===== config.mk =====
export PLATFORM = sky130hd
export DESIGN_NAME = cdtic_hist_ram
export DESIGN_NICKNAME = d
export VERILOG_FILES = /design/src/cdtic_hist_ram.sv
export SDC_FILE = /design/constraint.sdc
export NUM_CORES = 2
export LEC_CHECK = 0
export ABC_AREA = 1
export BUFFER_PORTS_ARGS = -buffer_cell sky130_fd_sc_hd__buf_2
export CORE_MARGIN = 1
export CORE_UTILIZATION = 46
export CTS_BUF_LIST = sky130_fd_sc_hd__clkbuf_16
export CTS_CLUSTER_SIZE = 28
export DETAILED_ROUTE_END_ITERATION = 6
export HOLD_SLACK_MARGIN = 0.08
export PLACE_DENSITY = 0.59
export SYNTH_ARGS = -nofsm -noshare
export SYNTH_HDL_FRONTEND = slang
export SYNTH_MEMORY_MAX_BITS = 65536
export SYNTH_SLANG_ARGS = --single-unit

===== constraint.sdc =====
create_clock -name clock -period 3.5 [get_ports clock]
set_input_delay 0 -clock clock [delete_from_list [all_inputs] [get_ports clock]]
set_output_delay 0 -clock clock [all_outputs]
set_load 0.01 [all_outputs]

===== src/cdtic_hist_ram.sv =====
// ----------------------------------------------------------------------------
// cdtic_hist_ram
// histogram storage, one write and one registered read port
// ----------------------------------------------------------------------------
module cdtic_hist_ram #(
   parameter int DEPTH = 256,
   parameter int WIDTH = 17
) (
   input  logic                     clock,
   input  logic                     wr_en,
   input  logic [$clog2(DEPTH)-1:0] wr_addr,
   input  logic [WIDTH-1:0]         wr_data,
   input  logic                     rd_en,
   input  logic [$clog2(DEPTH)-1:0] rd_addr,
   output logic [WIDTH-1:0]         rd_data
);

   logic [WIDTH-1:0] mem [DEPTH];
   logic [WIDTH-1:0] rd_data_ff;

   always_ff @(posedge clock) begin
      if (wr_en) begin
         mem[wr_addr] <= wr_data;
      end
      if (rd_en) begin
         rd_data_ff <= mem[rd_addr];
      end
   end

   assign rd_data = rd_data_ff;

endmodule

## After elaboration in Yosys (flattened, before gate mapping)

Memories as Yosys holds them, arrays and structs flattened. A register that Yosys moved wholly into a read port is not among the register bits.
Index checks and enable logic that the tools add are counted.

- Output and inout port bits: 17
- Word-level logic and storage cells: 3
- Bits of input ports: 36
- RAM bits: 4352
- Memories kept: 1
- Register bits after elaboration: 0

- Multiplexer cells: 2

Memories:

| name | depth | bits a word | read ports | clocked after Yosys merged registers in | write ports | line | text |
|---|---|---|---|---|---|---|---|
| mem | 256 | 17 | 1 | 1 | 1 | 18 | `logic [WIDTH-1:0] mem [DEPTH];` |

Operators with widths:

| cell | count |
|---|---|
| $mux 1 | 2 |

## Depth between registers and ports, before layout

- Depth in word-level cells: 2
- Gate-level depth with buffers: 15
- Depth with buffers taken out: 11

## Worst setup path after synthesis

Ideal clock, no wire load.

- Kind: in2reg
- Start: in wr_en
- End: mem mem[162][0] (enable)
- Stages: 4
- Path slack: 1.616 ns
- Arrival time: 1.493 ns
- Data required time: 3.110 ns
- Path buffers: 2
- Setup time: 0.390 ns
- Path through: clkbuf_1 > nand3_1 > clkbuf_1 > nor2_1

- Longest elaborated chain between the ends: 2

Ends and longest elaborated chain:

| what | line | text |
|---|---|---|
| start, declared | 10 | `input logic wr_en,` |
| $mux 1 | 22 | `if (wr_en) begin` |
| $mux 1 (not written as such) | 23 | `mem[wr_addr] <= wr_data;` |
| end, declared | 18 |  |

No other way between the ends.

==> flow_summary.toml <==
[logic_synthesis]
avgSynthCellArea_um2 = 12.2
synthesis.nets = 14500
netlist_area_um2 = 176000
ys_warn_count = 0
syn_inst = 14400
synth_seq_cells = 4369
ys_seq_area_share_pct = 74.6
yosysUniqueCellTypes = 15

[clocking]
cts.reportedPaths.clkPinSlew_ns = 0.06
cts.sinks = 4369
clock_path_buffers = 4
cts_root_buf = "clkbuf_16"
cts_buffers = 444
clk_latency_ns = 0.98
postCtsSetupRepairBufs = 0
htreeDepth = 5
cts_tree = "done"

[final_layout]
final_cell_mix = "4,456 x nand2_1, 4,369 x edfxtp_1, 4,287 x nand3_1"
layout.nets = 14700
drive_above_1_share_pct = 9.66
area_growth_pct = 13.4
mostFrequentLayoutCell = "nand2_1"
fin_area_um2 = 199000
final_util_pct = 52.5

[timing]
timing.final.crit_share_pct = 99.4
fmax_ghz = 0.287
fin_crit_ns = 3.48
skew_ns = 0.0566
hold_violations = 0
finalMaxSlewViolations = 0
slew_headroom_pct = 31.1
rsz0062_at_grt = "no"
timing.final.ws_setup_ns = 0.0209
fin_hold_ws_ns = 0.120
tightest_slew_ns = 1.03
finalSetupViolations = 0

[critical_path]
crit_type = "input pin to flop"
r2r_cells = 11
crit_required_ns = 4.35
critPathArrivalTime_ns = 4.33
crit_path_max_fanout = 39
crit_path_start_kind = "input pin"
endpoint_kind = "flop"

[power_and_ir_drop]
p_leak_uw = 0.0702
vdd_drop_max_v = 0.000457
powerDensity_nw_per_um2 = 557
totalPowerFinal_uw = 111000

[hold_path]
holdPathStages = 2
min_path_type = "input pin to flop"

[route]
drc_errors = 1
ant_nets = 0
wirelength_mm = 532
drtIter0Drc = 14400
num_vias = 116000
vias_per_cell = 5.77
wire_per_inst_um = 26.4
first_pass_iters = 7

[global_route]
grt_pass1_vias = 107000
met3_usage_pct = 3.43
top_usage_layer = "met2"
antenna_found_initial = 33
use_met2_pct = 42.2
use_met1_pct = 38.8
grt_usage_pct = 27.2
grt_pass1_wl_mm = 765
grt_overflow = 0
grt_max_degree = 145

[floorplan]
ios = 53
rows = 226
initial_utilization_pct = 46.3
die_w_um = 620
die_h_um = 620
coreArea_um2 = 380000
dieArea_um2 = 385000

[placement]
dp_hpwl_mm = 309
dpl-instance-area_um2 = 185000
portBuffers = 52
gp_congestion = 0.865
post-place-ws_ns = -0.153

[outcome]
violations = "design-rule violations"
run_status = "complete, but fails checks"

[flow_run]
drv_cap = 0
## power breakdown
group / switching (µW) / leakage [µW] / internal [µW] / total (µW)
Combinational: 5360 / 0.0237 / 1770 / 7130
Sequential: 102 / 0.0393 / 57700 / 57800
Clock: 20100 / 0.00723 / 26000 / 46100
Total: 25500 / 0.0702 / 85500 / 111000
## state kept, by name, indices dropped and copies added, names as in the netlist
signal,count
mem,4352
rd_data,17
## kinds of logic (layout without fill, tap and decap cells)
logic type | Yosys count | in the layout | share of synthesized area, %
AND/OR/NAND/NOR | 9042 | 9042 | 22.3
buffers and inverters | 1032 | 1667 | 3.08
other | 0 | 28 | 0
flip-flops | 4369 | 4369 | 74.6
## path summary, 6_finish.rpt
| path | start | end | slack (ns) |
|---|---|---|---|
| setup / recovery | rd_addr[2] | rd_data[15] | 0.02 |
| hold / removal | wr_data[16] | mem[189][16] | 0.12 |
| setup reg to reg | mem[151][15] | rd_data[15] | 0.60 |
| hold reg to reg | mem[71][0] | rd_data[0] | 1.13 |
## metal layers
metal | share of wire (%) | vias up
met1 | 41 | 57700
met4 | 4.5 | 16
met2 | 46 | 5330
met5 | 0.023 | -
li1 | - | 52200
met3 | 8.2 | 903
## area by class of cell
type	count	area, µm²
Clock inverter	363	2610
Inverter	39	200
Timing Repair Buffer	809	8170
Tap cell	5016	6280
Fill cell	32100	180000
Antenna cell	28	70.1
Multi-Input combinational cell	9042	39500
Sequential cell	4369	131000
Clock buffer	456	11400
## metrics by stage
stage,TNS (ns),std cells
2_1_floorplan,0,14400
3_3_place_gp,-0.302,19200
3_5_place_dp,-0.265,19200
4_1_cts,0,20100
5_1_grt,0,20100
6_report,0,20100
## critical path, cell delays in order
cell	delay (ns)
dlygate4sd3_1	0.56
buf_8	0.21
inv_8	0.37
buf_12	0.28
buf_12	0.26
buf_4	0.37
nand3_1	0.12
nand3_1	0.15
nand3_1	0.09
nand3_1	0.32
nand3_1	0.33
nand2_1	0.32
nand2_1	0.11
nand2_1	0.07
dlygate4sd3_1	0.55
## what timing repair did
| item | CTS | global route |
|---|---|---|
| hold endpoints to repair | 5063 | 0 |
| resized for setup | 0 | 0 |
| hold buffers | 43 | 0 |
## synthesized netlist by cell type
cell type  instances  area, µm²
buf_2            566       2830
buf_8              2       30.0
nand2_1         4472      16800
clkbuf_1         150        563
buf_1            112        420
nand3_1         4287      21500
inv_1             32        120
clkinv_1           3       11.3
buf_12             1       20.0
edfxtp_1        4369     131000
buf_6             49        552
nor2_1           283       1060
buf_4            113        848
inv_2              2       7.51
inv_4              2       12.5
No activity file was read; power rests on OpenSTA's default activity.
